<file path="src/sv/hmim_pkg.sv">
// shared types, codes and default sizes of the hashed index memory
// used by every module of the block but hmim_ram and the checker; no dependencies
`timescale 1ns / 1ps

package hmim_pkg;

	localparam int BUCKETS_DEF  = 256;
	localparam int WAYS_DEF     = 4;
	localparam int KEY_BITS_DEF = 32;

	localparam int KIND_W      = 2;
	localparam int KEY_W       = 32;
	localparam int DATA_W      = 32;
	localparam int HASH_W      = 8;
	localparam int CFG_IDX_W   = 3;
	localparam int CFG_DATA_W  = 64;
	localparam int NUM_ROWREGS = 4;
	localparam int FIFO_DEPTH  = 4;
	localparam int FIFO_PTR_W  = $clog2(FIFO_DEPTH);
	localparam int FIFO_CNT_W  = $clog2(FIFO_DEPTH + 1);

	typedef enum logic [KIND_W-1:0] {
		OP_LOAD  = 2'd0,
		OP_STORE = 2'd1,
		OP_INIT  = 2'd2
	} op_t;

	typedef enum logic [CFG_IDX_W-1:0] {
		REG_ROWS_A = 3'd0,
		REG_ROWS_B = 3'd1,
		REG_ROWS_C = 3'd2,
		REG_ROWS_D = 3'd3
	} cfg_reg_t;

	typedef enum logic [1:0] {
		BK_CLEAR,
		BK_IDLE,
		BK_EXEC
	} bk_state_t;

	// one classified operation waiting for the back end
	typedef struct packed {
		logic [KIND_W-1:0] kind;
		logic [KEY_W-1:0]  key;
		logic [DATA_W-1:0] data;
		logic [HASH_W-1:0] code;
	} item_t;

	typedef struct packed {
		logic                  empty;
		logic [FIFO_CNT_W-1:0] count;
	} fifo_stat_t;

endpackage

</file>
<file path="src/sv/hmim_fifo.sv">
// short queue of hashed operations between front and back end
// depends on hmim_pkg
`timescale 1ns / 1ps

module hmim_fifo (
	input  logic                 clk,
	input  logic                 arst_n,
	input  logic                 push,
	input  hmim_pkg::item_t      push_item,
	input  logic                 pop,
	output hmim_pkg::item_t      head,
	output hmim_pkg::fifo_stat_t stat
);

	import hmim_pkg::*;

	item_t                 slot_q [FIFO_DEPTH];
	logic [FIFO_PTR_W-1:0] wr_q;
	logic [FIFO_PTR_W-1:0] rd_q;
	logic [FIFO_CNT_W-1:0] cnt_q;

	always_ff @(posedge clk or negedge arst_n) begin
		if (!arst_n) begin
			wr_q  <= '0;
			rd_q  <= '0;
			cnt_q <= '0;
		end else begin
			if (push) begin
				wr_q <= wr_q + 1'b1;
			end
			if (pop) begin
				rd_q <= rd_q + 1'b1;
			end
			if (push && !pop) begin
				cnt_q <= cnt_q + 1'b1;
			end else if (pop && !push) begin
				cnt_q <= cnt_q - 1'b1;
			end
		end
	end

	always_ff @(posedge clk) begin
		if (push) begin
			slot_q[wr_q] <= push_item;
		end
	end

	assign head       = slot_q[rd_q];
	assign stat.count = cnt_q;
	assign stat.empty = (cnt_q == '0);

endmodule

</file>
<file path="config.mk">
export PLATFORM = sky130hd
export DESIGN_NAME = hmim_fifo
export DESIGN_NICKNAME = d
export VERILOG_FILES = /design/src/sv/hmim_pkg.sv /design/src/sv/hmim_fifo.sv
export SDC_FILE = /design/constraint.sdc
export NUM_CORES = 1
export LEC_CHECK = 0
export BUFFER_PORTS_ARGS = -buffer_cell sky130_fd_sc_hd__clkbuf_2
export CORE_MARGIN = 1.5
export CORE_UTILIZATION = 40
export DETAILED_ROUTE_END_ITERATION = 8
export GPL_ROUTABILITY_DRIVEN = 1
export MAX_ROUTING_LAYER = met4
export PLACE_DENSITY = 0.66
export SLEW_MARGIN = 25
export SYNTH_ARGS = -nofsm -noshare
export SYNTH_HDL_FRONTEND = slang
export SYNTH_SLANG_ARGS = --single-unit
</file>
<file path="constraint.sdc">
create_clock -name clk -period 4.48 [get_ports clk]
set_input_delay 0.224 -clock clk [delete_from_list [all_inputs] [get_ports clk]]
set_output_delay 0.224 -clock clk [all_outputs]
set_load 0.05 [all_outputs]
</file>
==> flow_summary.ini, run 1 <==
[run_status]
outcome = complete, no violations

[setup_path]
required_ns = 4.26
path_buf_inv = 2
path_class = reg2out
worstSetupStartpointType = flip-flop
worstPathMaxFanout = 40
crit_chain = buf_12 > mux4_2 > clkbuf_2
slowest_stage = dfrtp_4
endpoint_kind = output port
crit_family = flip-flops
cp_data_arrival_time_ns = 2.71
slowest_delay_ns = 0.90

[timing]
final.setup_skew_ns = 0.00558
max_freq_ghz = 0.341
setup_viol = 0
relSlewSlack_pct = 42.5
maxSlewViolCount = 0
finalHoldViolCount = 0
fin_tns_setup_ns = 0
period_share_pct = 65.4
rsz0062_at_grt = false
min_period_ns = 2.93
worst_pin_slew_ns = 0.863

[global_routing]
grt_max_degree = 52
grt_pass1_vias = 5616
gr-total-overflow = 0
antenna_found_initial = 1
grt_pass1_wl_microns = 31600
gr-usage-all-layers_pct = 15.0

[die]
row_count = 60
core-area_sq_mm = 0.0271
chipWidth_microns = 170
die_h_microns = 170
dieArea_sq_mm = 0.0288
start_util_pct = 41.0
pin_count = 156

[cts]
max-clock-path-buffers = 3
cts_buffers = 30
cts.root.buffer_cell = clkbuf_16
insertion_delay_ns = 0.54
post_cts_resized = 0
postCtsSetupBuffers = 0
cts_hold_buffers = 77
cts_tree = done
h-tree-depth = 1
cts.sinks = 303
clkSlewWorstSetupHoldPaths_ns = 0.06

[final_layout]
multi_input_area_sq_mm = 0.00187
drive_gt1_share_pct = 41.0
fillerInstances = 2155
area_growth_pct = 26.1
utilization_pct = 51.7
seqCellArea_sq_mm = 0.00907
final_cell_area_sq_mm = 0.0140
stdcell_count = 1068
layout.nets = 757

[logic_synthesis]
synth_seq_cells = 303
synth_nets = 504
ys_seq_area_share_pct = 81.6
synth.distinct_cells = 19
yosys-top-cells-area = edfxtp_1 80%, mux4_2 15%, dfrtp_1 1.6%
synth_largest_area_cell = edfxtp_1
syn-cell-area_sq_mm = 0.0111
yosysTopAreaCellShare_pct = 80.0
avgSynthCellArea_sq_um = 26.5
netlist_instances = 420
yosysWarnings = 0

[drt]
routedWlPerCell_microns = 19.2
drt-total-wl_microns = 20500
drt_iter0_drc = 293
drtAntennaViolNets = 0
drcViolationCount = 0
dr.pass1.iters = 6
vias = 5232
via_per_inst = 4.90

[place]
dpl_cell_area_sq_mm = 0.0123
dpl.hpwl_microns = 12000
dp.cells = 936
io_buffers = 155
routabilityCongestion = 0.712

[power]
report.power.total_mw = 10.1
power.leakage_nw = 4.86
peakVddDrop_v = 0.000456
p_per_area_mw_per_mm2 = 724

[min_path]
min_path_type = in2async

[run]
drv_cap = 0
==> routing by layer <==
layer  vias up  share of wire, %  wire (microns)  GRT usage [%]
met1      2728                41            8420           18.9
met2       163                51           10500           25.3
li1       2308                 -               -              -
met5         -                 0               0              -
met3        33               5.8            1200           2.71
met4         0               1.6             335           3.73
==> cell usage after synthesis (all sizes together) <==
master	count
edfxtp	296
mux4	74
buf	15
dfrtp	7
ha	5
and2	4
inv	4
xor2	4
clkbuf	2
nand2	2
xnor2	2
fa	1
mux2	1
nor2	1
nor3	1
o21ai	1
==> cells in the final DEF, fill, tap and decap left out <==
| cell type | n |
|---|---|
| nor2_1 | 1 |
| dfrtp_4 | 2 |
| fa_1 | 1 |
| bufinv_16 | 3 |
| xor2_1 | 4 |
| clkinvlp_4 | 2 |
| clkinv_1 | 8 |
| xnor2_1 | 2 |
| clkbuf_1 | 3 |
| clkbuf_2 | 155 |
| o21ai_0 | 1 |
| clkinv_2 | 7 |
| and2_4 | 4 |
| diode_2 | 1 |
| nor3_1 | 1 |
| inv_1 | 4 |
| dlygate4sd3_1 | 77 |
| buf_16 | 1 |
| buf_12 | 1 |
| mux4_2 | 74 |
| mux2_2 | 1 |
| nand2_1 | 2 |
| ha_1 | 5 |
| buf_4 | 4 |
| dfrtp_1 | 5 |
| clkbuf_16 | 31 |
| edfxtp_1 | 296 |
==> worst paths after layout <==
path,from,endpoint,slack [ns],cells past startpoint
min in group clk,push_item[63],slot_q[3][63],0.44,2
max in group asynchronous,arst_n,rd_q[0],4.22,2
max reg2reg,wr_q[0],slot_q[0][69],2.26,4
min,arst_n,cnt_q[0],0.06,2
min reg2reg,cnt_q[2],cnt_q[2],0.51,1
max,rd_q[0],head[30],1.55,3
==> final cells by class <==
cell class,count,share of cell area (%)
sequential,303,64.8
inverter,4,0.107
multi-input combinational,96,13.3
tap,372,3.32
clock inverter,20,1.22
timing repair buffer,238,11.6
antenna,1,0.0179
clock buffer,34,5.62
==> sequential cells by signal, indices dropped and copies added, names as in the netlist <==
| name | cells |
|---|---|
| cnt_q | 3 |
| rd_q | 2 |
| slot_q | 296 |
| wr_q | 2 |
==> cells by family after synthesis <==
| family | after synthesis | share of synthesized area [%] |
|---|---|---|
| AO/OA/AOI/OAI | 1 | 0.0450 |
| XOR/XNOR | 6 | 0.473 |
| adder cells (fa/ha/maj) | 6 | 0.743 |
| buffers and inverters | 21 | 1.68 |
| flip-flops | 303 | 81.6 |
| multiplexers | 75 | 15.1 |
| AND/OR/NAND/NOR | 8 | 0.372 |
==> report_power, final <==
part	switching, mW	internal (mW)	total, mW
Combinational	2.60	1.14	3.74
Clock	0.985	1.42	2.41
Sequential	0.282	3.72	4.00
Total	3.87	6.28	10.1
==> metrics by stage <==
step,setup WS [ns],hold slack [ns]
after detailed placement,2.00,0.0780
after floorplan,1.69,-0.0716
final,1.55,0.0582
after global placement,2.02,0.0711
after CTS,1.41,0.0247
after global routing,1.31,0.0418
Power figures use the tool's default switching activity.
==> inputs of run 2 (changes only) <==
--- a/config.mk
+++ b/config.mk
@@ -5,6 +5,7 @@
 export SDC_FILE = /design/constraint.sdc
 export NUM_CORES = 1
 export LEC_CHECK = 0
+export ABC_AREA = 1
 export BUFFER_PORTS_ARGS = -buffer_cell sky130_fd_sc_hd__clkbuf_2
 export CORE_MARGIN = 1.5
 export CORE_UTILIZATION = 40
==> constraint.sdc (replaced) <==
create_clock -name clk -period 2.7 [get_ports clk]
set_input_delay 0.135 -clock clk [delete_from_list [all_inputs] [get_ports clk]]
set_output_delay 0.135 -clock clk [all_outputs]
set_load 0.05 [all_outputs]
==> run 2 against run 1 <==
  * Clock skew up 0.0061 ns
  * Register-to-register slack worse by 1.3 ns
  * Area after synthesis up 10%
  * Non-clock buffer count up 14
  * Worst setup slack worse by 1.3 ns
  * Global-route usage up 1.1 points
  * Power up 87%
  * Via count up 43%
  * Die area up 9.9%
  * Critical path type unchanged
  * Critical endpoint is now head[51]
  * Largest cell class unchanged
==> flow_summary.ini, run 2 <==
[timing]
fin_tns_setup_ns = 0
final.setup_skew_ns = 0.0117
relSlewSlack_pct = 59.5
rsz0062_at_grt = false
worst_pin_slew_ns = 0.608
maxSlewViolCount = 0
min_period_ns = 2.41
finalHoldViolCount = 0
setup_viol = 0
max_freq_ghz = 0.414
period_share_pct = 89.4

[global_routing]
gr-total-overflow = 0
grt_pass1_vias = 7666
grt_pass1_wl_microns = 38300
gr-usage-all-layers_pct = 16.1
grt_max_degree = 80
antenna_found_initial = 0

[drt]
dr_wl_met2_microns = 12400
via_per_inst = 4.78
wl_met3_microns = 999
vias = 7465
drt_iter0_drc = 382
routedWlPerCell_microns = 15.4
drcViolationCount = 0
drt-total-wl_microns = 24100
met1_length_microns = 10200
dr.pass1.iters = 4
drtAntennaViolNets = 0
dr.max_layer_used = met4

[logic_synthesis]
async_flop_share_pct = 2.31
synth_common_cells = 296 x edfxtp_1, 235 x nand2_1, 159 x inv_1
ys.flop_type = edfxtp_1
avgSynthCellArea_sq_um = 13.4
synth_seq_cells = 303
yosysWarnings = 0
synth_enable_flop_cells = 296
yosysTopAreaCellShare_pct = 72.7
netlist_instances = 910
yosys-top-cells-area = edfxtp_1 73%, o211ai_1 8.7%, nand2_1 7.2%
synth_nets = 994
synth.most_common_cell = edfxtp_1
synth.distinct_cells = 19
syn-cell-area_sq_mm = 0.0122
synth_largest_area_cell = edfxtp_1
ys_seq_area_share_pct = 74.1

[run]
drv_cap = 0

[final_layout]
area_growth_pct = 24.5
layout.nets = 1232
mostFrequentLayoutCell = edfxtp_1
n_antenna_cell = 0
largest_reg_flops = 296
final_cell_area_sq_mm = 0.0152
stdcell_count = 1563
utilization_pct = 51.0
largestRegisters = slot_q x296, cnt_q x3
largest_register = slot_q
final_cell_mix = 296 x edfxtp_1, 235 x nand2_1, 155 x inv_1, 150 x clkbuf_2, 141 x o211ai_1
drive_gt1_share_pct = 20.0

[run_status]
outcome = complete, no violations

[cts]
cts_hold_buffers = 79
h-tree-depth = 2
cts_buffers = 34
clkSlewWorstSetupHoldPaths_ns = 0.06
insertion_delay_ns = 0.50
cts_tree = done
post_cts_resized = 0
max-clock-path-buffers = 3
cts.sinks = 303
cts.root.buffer_cell = clkbuf_16
postCtsSetupBuffers = 0

[setup_path]
worstPathMaxFanout = 52
worstReg2RegEnd = slot_q[1][30]
reg2reg_depth = 5
worstSetupStartpointType = flip-flop
cp_data_arrival_time_ns = 2.28
endpoint_kind = output port
path_class = reg2out
required_ns = 2.57
crit_start = rd_q[0]
reg2reg_from = wr_q[1]
rrSetupSlack_ns = 0.98

[die]
die_h_microns = 178
row_count = 63
start_util_pct = 41.0
dieArea_sq_mm = 0.0316
pin_count = 156
chipWidth_microns = 178
core-area_sq_mm = 0.0299

[min_path]
min_path_type = in2reg
min_from = push_item[50]
holdPathEnd = slot_q[3][50]
hold_depth = 2

[place]
dp.cells = 1423
routabilityCongestion = 0.717
dpl.hpwl_microns = 13500
dpl_cell_area_sq_mm = 0.0134
io_buffers = 155

[power]
power.leakage_nw = 6.16
report.power.total_mw = 18.9
peakVddDrop_v = 0.000984
p_per_area_mw_per_mm2 = 1240
run 2: cell count changes in the layout (fill, tap and decap cells not counted), sizes merged, moves of 4 or more:
cell | previous run | this run
inv | 4 | 158
clkbuf | 189 | 193
buf | 6 | 23
mux4 | 74 | 0
o211ai | 0 | 148
nand2 | 2 | 235
and2 | 4 | 0
run 2: critical path: stages, from the launching register on:
cell and delay [ns]:
dfrtp_4 0.81, buf_4 0.38, o211ai_1 0.15, nand2_1 0.14, clkbuf_2 0.30
run 2: logic make-up after synthesis:
group	Yosys count	synth area share [%]
flip-flops	303	74.1
buffers and inverters	210	8.20
AO/OA/AOI/OAI	149	9.41
AND/OR/NAND/NOR	238	7.34
XOR/XNOR	4	0.286
adder cells (fa/ha/maj)	6	0.675
run 2: how the worst max path moves through the flow:
stage	end	slack (ns)	cells after the start
CTS	head[51]	0.27	4
global route	head[51]	0.12	4
floorplan	slot_q[0][0]	0.16	4
global placement	head[3]	0.83	4
finish	head[51]	0.29	4
detailed placement	head[3]	0.81	4
run 2: layout make-up:
class	instances	area, sq um
clock buffer	43	968
multi-input combinational	397	2170
fill	2505	14600
inverter	160	606
clock inverter	18	100
timing repair buffer	252	1840
sequential	303	9070
tap	390	488
run 2: where the power goes:
part	internal [mW]	total, mW	switching, mW
clock	2.55	4.31	1.76
combinational	2.00	8.10	6.10
sequential	6.16	6.51	0.355
run 2: per-stage QoR:
stage	hold slack, ns	setup WS, ns
after floorplan	-0.161	0.157
after global placement	-0.0105	0.832
after detailed placement	-0.0124	0.809
after CTS	0.362	0.270
after global routing	0.373	0.123
final	0.390	0.287
run 2: per-layer routing:
layer | up-vias | global-route usage, %
met3 | 49 | 3.06
met4 | 0 | 5.18
li1 | 3650 | -
met2 | 155 | 28.2
met5 | - | -
met1 | 3611 | 18.6
