$ cat src/sv/hmim_pkg.sv
// shared types, codes and default sizes of the hashed index memory
// used by every module of the block but hmim_ram and the checker; no dependencies
`timescale 1ns / 1ps

package hmim_pkg;

	localparam int BUCKETS_DEF  = 256;
	localparam int WAYS_DEF     = 4;
	localparam int KEY_BITS_DEF = 32;

	localparam int KIND_W      = 2;
	localparam int KEY_W       = 32;
	localparam int DATA_W      = 32;
	localparam int HASH_W      = 8;
	localparam int CFG_IDX_W   = 3;
	localparam int CFG_DATA_W  = 64;
	localparam int NUM_ROWREGS = 4;
	localparam int FIFO_DEPTH  = 4;
	localparam int FIFO_PTR_W  = $clog2(FIFO_DEPTH);
	localparam int FIFO_CNT_W  = $clog2(FIFO_DEPTH + 1);

	typedef enum logic [KIND_W-1:0] {
		OP_LOAD  = 2'd0,
		OP_STORE = 2'd1,
		OP_INIT  = 2'd2
	} op_t;

	typedef enum logic [CFG_IDX_W-1:0] {
		REG_ROWS_A = 3'd0,
		REG_ROWS_B = 3'd1,
		REG_ROWS_C = 3'd2,
		REG_ROWS_D = 3'd3
	} cfg_reg_t;

	typedef enum logic [1:0] {
		BK_CLEAR,
		BK_IDLE,
		BK_EXEC
	} bk_state_t;

	// one classified operation waiting for the back end
	typedef struct packed {
		logic [KIND_W-1:0] kind;
		logic [KEY_W-1:0]  key;
		logic [DATA_W-1:0] data;
		logic [HASH_W-1:0] code;
	} item_t;

	typedef struct packed {
		logic                  empty;
		logic [FIFO_CNT_W-1:0] count;
	} fifo_stat_t;

endpackage

$ cat src/sv/hmim_front.sv
// front end: hash matrix registers, item capture and h3 set hashing
// depends on hmim_pkg; feeds hmim_fifo
`timescale 1ns / 1ps

module hmim_front #(
	parameter int KEY_BITS = hmim_pkg::KEY_BITS_DEF
) (
	input  logic                             clk,
	input  logic                             arst_n,
	input  logic                             start,
	input  logic [hmim_pkg::KIND_W-1:0]      kind,
	input  logic [hmim_pkg::KEY_W-1:0]       key,
	input  logic [hmim_pkg::DATA_W-1:0]      data_in,
	input  logic                             cfg_we,
	input  logic [hmim_pkg::CFG_IDX_W-1:0]   cfg_index,
	input  logic [hmim_pkg::CFG_DATA_W-1:0]  cfg_data,
	input  logic                             hold,
	input  hmim_pkg::fifo_stat_t             fifo_stat,
	output logic                             busy,
	output logic                             push,
	output hmim_pkg::item_t                  item
);

	import hmim_pkg::*;

	localparam logic [KEY_W-1:0] KEY_MASK = KEY_W'((64'd1 << KEY_BITS) - 64'd1);

	logic [NUM_ROWREGS-1:0][CFG_DATA_W-1:0] hash_rows_q;
	logic                                   vld_s1;
	logic [KIND_W-1:0]                      kind_s1;
	logic [KEY_W-1:0]                       key_s1;
	logic [DATA_W-1:0]                      data_s1;
	logic [HASH_W-1:0]                      code;
	logic [FIFO_CNT_W:0]                    in_use;
	logic                                   accept;

	// entries already queued plus the one in the capture stage
	assign in_use = {1'b0, fifo_stat.count} + (FIFO_CNT_W + 1)'(vld_s1);
	assign busy   = hold || (in_use >= (FIFO_CNT_W + 1)'(FIFO_DEPTH));
	assign accept = start && !busy;

	always_ff @(posedge clk or negedge arst_n) begin
		if (!arst_n) begin
			hash_rows_q <= '0;
		end else if (cfg_we) begin
			case (cfg_index)
				REG_ROWS_A: hash_rows_q[0] <= cfg_data;
				REG_ROWS_B: hash_rows_q[1] <= cfg_data;
				REG_ROWS_C: hash_rows_q[2] <= cfg_data;
				REG_ROWS_D: hash_rows_q[3] <= cfg_data;
				default: ;
			endcase
		end
	end

	always_ff @(posedge clk or negedge arst_n) begin
		if (!arst_n) begin
			vld_s1 <= 1'b0;
		end else begin
			vld_s1 <= accept;
		end
	end

	always_ff @(posedge clk) begin
		if (accept) begin
			kind_s1 <= kind;
			key_s1  <= key & KEY_MASK;
			data_s1 <= data_in;
		end
	end

	// h3: xor of the matrix rows picked by the set key bits
	always_comb begin
		code = '0;
		for (int i = 0; i < KEY_BITS; i++) begin
			if (key_s1[i]) begin
				code = code ^ hash_rows_q[i >> 3][(i & 7) * HASH_W +: HASH_W];
			end
		end
	end

	assign push      = vld_s1;
	assign item.kind = kind_s1;
	assign item.key  = key_s1;
	assign item.data = data_s1;
	assign item.code = code;

endmodule

$ cat config.mk
export PLATFORM = sky130hd
export DESIGN_NAME = hmim_front
export DESIGN_NICKNAME = d
export VERILOG_FILES = /design/src/sv/hmim_pkg.sv /design/src/sv/hmim_front.sv
export SDC_FILE = /design/constraint.sdc
export NUM_CORES = 1
export LEC_CHECK = 0
export BUFFER_PORTS_ARGS = -buffer_cell sky130_fd_sc_hd__buf_2
export CORE_MARGIN = 4
export CORE_UTILIZATION = 40
export CTS_BUF_LIST = sky130_fd_sc_hd__clkbuf_4 sky130_fd_sc_hd__clkbuf_8 sky130_fd_sc_hd__clkbuf_16
export CTS_CLUSTER_SIZE = 30
export DETAILED_ROUTE_END_ITERATION = 8
export PLACE_DENSITY_LB_ADDON = 0.15
export SYNTH_ARGS = -nofsm -noshare
export SYNTH_HDL_FRONTEND = slang
export SYNTH_SLANG_ARGS = --single-unit
export TNS_END_PERCENT = 5
$ cat constraint.sdc
create_clock -name clk -period 8.3 [get_ports clk]
set_input_delay 1.245 -clock clk [delete_from_list [all_inputs] [get_ports clk]]
set_output_delay 1.245 -clock clk [all_outputs]
set_load 0.03 [all_outputs]
==> results of run 1 <==
[metal layers]
layer,part of all wire,global-route usage,vias up
met4,0.027,0.05965,16
met2,0.47,0.3363,233
met5,0.0022,0,-
met3,0.064,0.05182,87
li1,-,-,4224
met1,0.44,0.2919,4693
[power by group]
part           internal, mW  switching [mW]  leakage, nW
Clock                  1.04           0.657        0.643
Combinational         0.827            1.03         3.08
Sequential             1.91           0.159         3.69
[worst min-delay path by stage]
stage / from / endpoint / slack, ns
finish: hash_rows_q[71]$_DFFE_PN0P_ / hash_rows_q[71]$_DFFE_PN0P_ / 0.50
global route: hash_rows_q[136]$_DFFE_PN0P_ / hash_rows_q[136]$_DFFE_PN0P_ / 0.51
CTS: hash_rows_q[229]$_DFFE_PN0P_ / hash_rows_q[229]$_DFFE_PN0P_ / 0.51
detailed placement: hash_rows_q[195]$_DFFE_PN0P_ / hash_rows_q[195]$_DFFE_PN0P_ / 0.49
global placement: hash_rows_q[206]$_DFFE_PN0P_ / hash_rows_q[206]$_DFFE_PN0P_ / 0.49
floorplan: hash_rows_q[198]$_DFFE_PN0P_ / hash_rows_q[198]$_DFFE_PN0P_ / 0.48
[Yosys cell counts (all sizes together)]
library cell,count,area (µm²)
a311o,1,10.01
buf,60,515.5
dfrtp,257,6431
edfxtp,66,1982
inv,1,3.750
mux2,256,2883
nand2,256,1006
nand4b,1,8.760
nor2,1,3.750
nor4b,1,8.760
nor4bb,2,20.02
xnor2,192,1727
xor2,56,490.5
[critical path: cells and delay by family (launching register included)]
family        cells  cell delay, ns
flops             1            0.90
buf+inv           1            0.29
simple gates      1            0.13
xor+xnor          5            1.20
[cells by family after synthesis]
kind of cell | share of synthesized area
compound gates | 0.0006634
xor+xnor | 0.1469
buf+inv | 0.03441
flops | 0.5575
mux | 0.1910
simple gates | 0.06940
[flip-flops by register name (all words and copies together) (netlist names)]
name and cells:
hash_rows_q 256, key_s1 32, data_s1 32, push 1, kind_s1 2
[cell usage in the layout (no fill, tap or decap)]
master and n:
a311o_1 1, buf_2 215, buf_4 9, buf_8 1, bufinv_16 3, clkbuf_16 41
clkbuf_4 6, clkbuf_8 4, clkinv_1 7, clkinv_2 7, clkinvlp_4 1, dfrtp_1 257
diode_2 3, edfxtp_1 66, inv_1 1, mux2_2 256, nand2_1 238, nand2_2 18
nand4b_1 1, nor2_4 1, nor4b_2 1, nor4bb_4 2, xnor2_1 186, xnor2_2 6
xor2_1 56
[per-stage QoR]
step | std cells | utilization | hold WS (ns) | area [µm²]
after floorplan | 1150 | - | 0.4793 | 15090
after global placement | 1819 | 0.4450 | 0.4870 | 16410
after detailed placement | 1819 | 0.4450 | 0.4929 | 16410
after CTS | 1888 | 0.4798 | 0.5058 | 17690
after global routing | 1891 | 0.4800 | 0.5121 | 17700
final | 1891 | 0.4800 | 0.5039 | 17700
[cell type report]
| cell class | instances | area, µm² |
|---|---|---|
| Timing Repair Buffer | 225 | 1159 |
| Inverter | 1 | 3.754 |
| Antenna cell | 3 | 7.507 |
| Multi-Input combinational cell | 766 | 6201 |
| Tap cell | 504 | 630.6 |
| Fill cell | 3389 | 19170 |
| Clock buffer | 51 | 1126 |
| Sequential cell | 323 | 8413 |
| Clock inverter | 18 | 158.9 |
==> flow_summary.json, run 1 <==
{
  "outcome": "finished, final reports clean",
  "path_max_fanout": 9,
  "period_share": 0.5184,
  "rsz0062_at_grt": "false",
  "tritoncts": "done",
  "gp_congestion": 0.7923,
  "grt_max_degree": 136,
  "slowest_delay_ns": 0.90,
  "reg2reg_slack_ns": 5.96,
  "dieArea_um2": 40900,
  "crit_chain": "nand2_1, xor2_1, xnor2_1, xnor2_1, xnor2_1, xnor2_1, buf_2",
  "ctsResizeCount": 0,
  "place_hpwl_mm": 29.45,
  "ys_warn_count": 0,
  "cts_root_buffer": "clkbuf_16",
  "power_density_nw_per_um2": 317.9,
  "dieHeight_um": 202.2,
  "setup_viol": 0,
  "drt_wl_total_mm": 43.43,
  "rr_worst_depth": 3,
  "hold_depth": 1,
  "port_buffers": 216,
  "synth_area_um2": 15090,
  "hold_path.class": "reg -> reg",
  "start_util": 0.4092,
  "reg2reg_from": "push$_DFF_PN0_",
  "tightest_slew_ns": 1.102,
  "p_leak_nw": 7.412,
  "cts.htree.levels": 2,
  "grt_remaining_overflow": 0,
  "critical_path.most_common_cell": "xnor2_1",
  "synth_seq_cells": 323,
  "cts_setup_buffers": 0,
  "clock_skew_ns": 0.005219,
  "synth_nets": 1292,
  "ys_types": 17,
  "rows": 70,
  "dr.pass1.iters": 4,
  "drc": 0,
  "drtIter0Drc": 448,
  "syn_area_per_cell_um2": 13.12,
  "drive_above_1_share": 0.4126,
  "yosysSeqAreaShare": 0.5575,
  "cp_slowest_cell": "edfxtp_1",
  "min_period_ns": 4.303,
  "final_antenna_net_count": 0,
  "die_w_um": 202.2,
  "setup_tns_ns": 0,
  "clk_pin_slew_ns": 0.06,
  "cp-startpoint": "key_s1[21]$_DFFE_PP_",
  "nNetsFinal": 1497,
  "arrival_ns": 3.06,
  "finalHoldViolCount": 0,
  "pre_cts_ws_ns": 4.560,
  "maxCapViolCount": 0,
  "critPathKind": "reg -> out",
  "crit_path_end": "item[5]",
  "clock_latency_ns": 0.53,
  "synth_cells": 1150,
  "grt_usage": 0.2120,
  "clk_path_buf_depth": 3,
  "core_area_um2": 36870,
  "slew_violations": 0,
  "grt_antenna_before_repair": 15,
  "cp-end-kind": "output pin",
  "clock-sinks": 323,
  "routedWlPerCell_um": 22.96,
  "rr_endpoint": "key_s1[27]$_DFFE_PP_",
  "grt_pass1_wl_mm": 64.48,
  "cts_buffers": 38,
  "ir_drop_v": 0.0002339,
  "fmax_mhz": 232.4,
  "io_pins": 218,
  "first_global_vias": 9841,
  "worstSetupStartpointType": "register",
  "layout_setup_ws_ns": 3.997,
  "required_ns": 7.05,
  "area_growth_pct": 17.30,
  "via_count": 9253,
  "slew_headroom": 0.2653,
  "p_total_mw": 5.626,
  "ctsHoldBuffers": 0,
  "via_per_inst": 4.893
}
(Power assumes the default switching activity.)
==> inputs of run 2 (changes only) <==
==> constraint.sdc (replaced) <==
create_clock -name clk -period 3.8 [get_ports clk]
set_input_delay 0.57 -clock clk [delete_from_list [all_inputs] [get_ports clk]]
set_output_delay 0.57 -clock clk [all_outputs]
set_load 0.03 [all_outputs]
==> run 2 against run 1 <==
  * Flip-flop and latch count is the same
  * Critical path depth up 1
  * Hold slack worse by 0.47 ns
  * Critical endpoint is now item[4]
  * Final area is 0.62% higher
  * Cell count up 0.37%
  * Combinational power up 120%
  * Clock skew is 0.0032 ns higher
  * Sequential share of layout area is 0.29 points lower
  * Sequential power rose by 120%
  * Core utilization grew 0.30 points
  * Register-to-register slack got worse by 4.2 ns
==> flow_summary.json, run 2 (same netlist as run 1, synthesis figures left out) <==
{
  "first_global_vias": 9861,
  "rows": 70,
  "via_per_inst": 4.866,
  "p_leak_nw": 7.464,
  "crit_chain": "nand2_1, xor2_1, xnor2_1, buf_4, xnor2_1, xnor2_1, xnor2_1, buf_2",
  "placed_cells": 1832,
  "cp-end-kind": "output pin",
  "intPower_mw": 8.121,
  "finalHoldViolCount": 0,
  "nNetsFinal": 1510,
  "reg2reg_from": "push$_DFF_PN0_",
  "area_growth_pct": 18.03,
  "seq_power_share": 0.371,
  "clk_pin_slew_ns": 0.06,
  "clock_skew_ns": 0.008370,
  "grt_remaining_overflow": 0,
  "drt_wl_total_mm": 43.50,
  "ir_drop_v": 0.0007093,
  "start_util": 0.4092,
  "via_count": 9236,
  "min_period_ns": 3.466,
  "drtIter0Drc": 424,
  "rr_worst_depth": 3,
  "power_density_nw_per_um2": 682.7,
  "cts_root_buffer": "clkbuf_16",
  "io_pins": 218,
  "fin_cells": 1898,
  "clock_latency_ns": 0.53,
  "largest_reg_flops": 256,
  "placed_area_um2": 16590,
  "final_cell_mix": "dfrtp_1, mux2_2, nand2_1",
  "grtUsageMet2": 0.3426,
  "utilization": 0.4830,
  "gr-usage-met3": 0.04300,
  "slew_headroom": 0.4107,
  "ctsResizeCount": 0,
  "period_share": 0.9121,
  "tritoncts": "done",
  "clk_path_buf_depth": 3,
  "slowest_delay_ns": 0.79,
  "drive_above_1_share": 0.4203,
  "whs_ns": 0.02939,
  "place_hpwl_mm": 30.58,
  "core_area_um2": 36870,
  "dieArea_um2": 40900,
  "cts_buffers": 38,
  "dieHeight_um": 202.2,
  "final_area_um2": 17810,
  "cts.htree.levels": 2,
  "gp_congestion": 0.7883,
  "grt_antenna_before_repair": 11,
  "grt_max_degree": 84,
  "required_ns": 3.23,
  "reg2reg_slack_ns": 1.80,
  "rr_endpoint": "key_s1[2]$_DFFE_PP_",
  "rsz0062_at_grt": "false",
  "critical_path.most_common_cell": "xnor2_1",
  "hold_path.class": "in -> async",
  "critPathKind": "reg -> out",
  "cp_top_family": "XOR/XNOR gates",
  "clockPowerShare": 0.293,
  "clock-sinks": 323,
  "routedWlPerCell_um": 22.92,
  "grt_pass1_wl_mm": 64.58,
  "netSwitchingPower_mw": 4.037,
  "slew_violations": 0,
  "cts_setup_buffers": 0,
  "busiest_layer": "met2",
  "tightest_slew_ns": 0.8827,
  "largest_register": "hash_rows_q",
  "dr.pass1.iters": 4,
  "arrival_ns": 2.90,
  "fillCellCount": 3414,
  "switching_share": 0.3321,
  "outcome": "finished, final reports clean",
  "setup_viol": 0,
  "cp_slowest_cell": "edfxtp_1",
  "top_regs": "hash_rows_q: 256 flops, data_s1: 32 flops, key_s1: 32 flops",
  "grt_usage": 0.2123,
  "path_max_fanout": 9,
  "die_w_um": 202.2,
  "maxCapViolCount": 0,
  "final_common_cell": "dfrtp_1",
  "crit_buf_inv": 2,
  "ctsHoldBuffers": 0,
  "drc": 0,
  "final_antenna_net_count": 0,
  "fmax_mhz": 288.5,
  "p_comb_frac": 0.335,
  "use_met1": 0.2975,
  "setup_tns_ns": 0,
  "worstSetupStartpointType": "register",
  "port_buffers": 216
}
-- run 2: cell types whose count changed in the layout (fill, tap and decap cells not counted), sizes merged --
cell and delta:
clkbuf -2, inv +2, clkinvlp +2, diode -1, bufinv -1, buf +13
clkinv -6
-- run 2: final cells by class --
class,count,area (µm²),area share
repair buffers,238,1344,0.07545
clock buffers,49,1076,0.06042
flip-flops and latches,323,8413,0.4724
diodes,2,5.005,0.0002810
well taps,504,630.6,0.03541
clock inverters,15,136.4,0.007658
multi-input cells,766,6201,0.3482
inverters,1,3.754,0.0002108
-- run 2: worst max path at each step --
stage	from	endpoint	slack, ns	depth (start not counted)
after floorplan	hold	data_s1[0]$_DFFE_PP_	0.57	2
after global placement	key_s1[27]$_DFFE_PP_	item[7]	0.88	7
after detailed placement	key_s1[27]$_DFFE_PP_	item[7]	0.86	7
after CTS	key_s1[27]$_DFFE_PP_	item[7]	0.29	7
after global routing	key_s1[28]$_DFFE_PP_	item[4]	0.19	8
final	key_s1[28]$_DFFE_PP_	item[4]	0.33	8
-- run 2: power by group through the flow --
stage	Sequential [mW]	Combinational, mW	Clock (mW)
final	4.51	4.08	3.57
after global routing	4.59	4.38	3.80
after CTS	4.52	4.15	3.66
after detailed placement	4.58	4.14	0
after global placement	4.55	4.11	0
after floorplan	4.49	3.07	0
-- run 2: stage by stage --
step	total power, mW	setup WS (ns)
final	12.16	0.3342
after global routing	12.76	0.1930
after CTS	12.33	0.2895
after detailed placement	8.718	0.8644
after global placement	8.660	0.8806
after floorplan	7.559	0.5660
-- run 2: per-layer routing --
layer  part of all wire  vias to the layer above  wire length, µm
met5             0.0019                        -               82
met4              0.021                       12              901
met3              0.058                       64             2518
met2               0.47                      231            20250
met1               0.45                     4694            19750
li1                   -                     4235                -
==> inputs of run 3 (changes only) <==
--- a/config.mk
+++ b/config.mk
@@ -5,6 +5,7 @@
 export SDC_FILE = /design/constraint.sdc
 export NUM_CORES = 1
 export LEC_CHECK = 0
+export ABC_AREA = 1
 export BUFFER_PORTS_ARGS = -buffer_cell sky130_fd_sc_hd__buf_2
 export CORE_MARGIN = 4
 export CORE_UTILIZATION = 40
==> run 3 against run 2 <==
  * Fmax shrank 0.16%
  * Critical path depth up 5
  * Critical endpoint is now item[1]
  * Largest power group unchanged
  * Critical path type unchanged
  * Flip-flop and latch count unchanged
==> flow_summary.json, run 3 <==
{
  "via_per_inst": 4.782,
  "final_cell_mix": "nand2_1, dfrtp_1, o21ai_0",
  "clock_skew_ns": 0.006543,
  "crit_chain": "nand2_1, xnor2_1, xnor2_1, xor2_1, inv_1, nand2_1, nand2_1, nand2_1, nand2_1, nand2_1, nand2_1, inv_1, buf_2",
  "ir_drop_v": 0.0004036,
  "clk_pin_slew_ns": 0.06,
  "cts_root_buffer": "clkbuf_16",
  "cp-end-kind": "output pin",
  "area_growth_pct": 18.56,
  "cts_setup_buffers": 0,
  "yosys.area.top_type": "dfrtp_1",
  "synth.most_common_cell": "nand2_1",
  "drt_wl_total_mm": 45.30,
  "cts_buffers": 38,
  "grt_pass1_wl_mm": 69.10,
  "fin_cells": 2467,
  "synth_edf_count": 66,
  "rows": 71,
  "drtIter0Drc": 966,
  "rr_worst_depth": 3,
  "worstSetupStartpointType": "register",
  "whs_ns": 0.02445,
  "ctsHoldBuffers": 0,
  "outcome": "finished, final reports clean",
  "fmax_mhz": 288.1,
  "diodes": 0,
  "synth_area_um2": 15370,
  "min_period_ns": 3.471,
  "routedWlPerCell_um": 18.36,
  "fillCellCount": 3700,
  "die_w_um": 204.0,
  "syn_area_per_cell_um2": 8.847,
  "drc": 0,
  "drive_above_1_share": 0.1708,
  "synth_cells": 1737,
  "grt_remaining_overflow": 0,
  "largest_register": "hash_rows_q",
  "cts.htree.levels": 2,
  "p_total_mw": 11.02,
  "critical_path.most_common_cell": "nand2_1",
  "period_share": 0.9135,
  "final_antenna_net_count": 0,
  "synthTopCellsByCount": "nand2_1, dfrtp_1, o21ai_0",
  "clk_path_buf_depth": 3,
  "via_count": 11797,
  "nNetsFinal": 2068,
  "p_leak_nw": 8.908,
  "async_flop_share": 0.7957,
  "path_max_fanout": 9,
  "first_global_vias": 11391,
  "clock-sinks": 323,
  "cp_slowest_cell": "edfxtp_1",
  "setup_viol": 0,
  "hold_path.class": "in -> async",
  "dieArea_um2": 41620,
  "top_regs": "hash_rows_q: 256 flops, data_s1: 32 flops, key_s1: 32 flops",
  "ctsResizeCount": 0,
  "grt_antenna_before_repair": 0,
  "synth_seq_cells": 323,
  "start_util": 0.4070,
  "synth_nets": 1879,
  "slowest_delay_ns": 0.54,
  "pre_cts_ws_ns": 0.8554,
  "power_density_nw_per_um2": 605.1,
  "yosysSeqAreaShare": 0.5475,
  "gp_congestion": 0.8272,
  "io_pins": 218,
  "final_common_cell": "nand2_1",
  "clock_latency_ns": 0.55,
  "setup_tns_ns": 0,
  "grt_usage": 0.2199,
  "dieHeight_um": 204.0,
  "port_buffers": 216,
  "grt_max_degree": 129,
  "slew_headroom": 0.4660,
  "required_ns": 3.23,
  "ys.flop_type": "dfrtp_1",
  "maxCapViolCount": 0,
  "place_hpwl_mm": 32.63,
  "arrival_ns": 2.90,
  "slew_violations": 0,
  "synthDominantCellAreaShare": 0.4185,
  "critPathKind": "reg -> out",
  "ys_warn_count": 0,
  "layout_setup_ws_ns": 0.3287,
  "tightest_slew_ns": 0.8010,
  "rsz0062_at_grt": "false",
  "core_area_um2": 37760,
  "dr.pass1.iters": 6,
  "ys_types": 22,
  "placed_cells": 2397,
  "finalHoldViolCount": 0,
  "synthTopCellsByArea": "dfrtp_1, nand2_1, edfxtp_1",
  "largest_reg_flops": 256,
  "tritoncts": "done"
}
==> run 3: cell types whose count changed in the layout (fill, tap and decap cells not counted), moves of 11 or more <==
cell | before | now
o21ai_0 | 0 | 256
nand3_1 | 0 | 39
nand3b_1 | 0 | 11
mux2_2 | 256 | 0
nand2_1 | 238 | 672
xnor2_1 | 186 | 112
inv_1 | 1 | 134
==> run 3: path summary, 6_finish.rpt <==
kind	start	endpoint	slack [ns]
setup reg to reg	push$_DFF_PN0_	key_s1[1]$_DFFE_PP_	1.75
max in group asynchronous	arst_n	hash_rows_q[232]$_DFFE_PN0P_	2.70
hold reg to reg	hash_rows_q[116]$_DFFE_PN0P_	hash_rows_q[116]$_DFFE_PN0P_	0.48
min in group clk	key[8]	key_s1[8]$_DFFE_PP_	0.19
setup / recovery	key_s1[7]$_DFFE_PP_	item[1]	0.33
hold / removal	arst_n	hash_rows_q[4]$_DFFE_PN0P_	0.02
==> run 3: logic make-up (layout without fill, tap and decap cells) <==
group | after synthesis | count (layout) | synth area share
flip-flops | 323 | 323 | 0.5475
AND/OR/NAND/NOR | 753 | 753 | 0.1939
XOR/XNOR | 182 | 182 | 0.1133
buffers and inverters | 222 | 441 | 0.06139
AO/OA/AOI/OAI | 257 | 257 | 0.08403
==> run 3: area by class of cell <==
cell class	instances	area (µm²)	area share
Sequential cell	323	8413	0.4618
Multi-Input combinational cell	1192	6068	0.3331
Timing Repair Buffer	237	1324	0.07266
Clock buffer	57	1162	0.06380
Tap cell	511	639.4	0.03509
Inverter	134	503.0	0.02761
Clock inverter	13	108.9	0.005975
==> run 3: power by group <==
group	leakage, nW	switching, mW	total [mW]	internal, mW
Sequential	3.84	0.304	4.38	4.08
Clock	0.646	1.47	3.67	2.19
Combinational	4.42	1.88	2.98	1.09
==> run 3: worst max-delay path: cells and delay by family, from the launching register on <==
kind,cells,cell delay (ns)
and+or+nand+nor,7,0.50
buffers and inverters,3,0.33
xor gates and xnor gates,3,0.98
DFF,1,0.54
==> run 3: metrics by stage <==
| stage | cell area (µm²) | util |
|---|---|---|
| after floorplan | 15370 | - |
| after global placement | 16950 | 0.4489 |
| after detailed placement | 16950 | 0.4489 |
| after CTS | 18220 | 0.4826 |
| after global routing | 18220 | 0.4826 |
| final | 18220 | 0.4826 |
==> run 3: metal layers <==
layer	wire, µm	global-route usage	part of all wire
met2	20180	0.3365	0.45
met5	0	0	0
met4	1101	0.06341	0.024
met3	2997	0.04284	0.066
met1	21020	0.3207	0.46
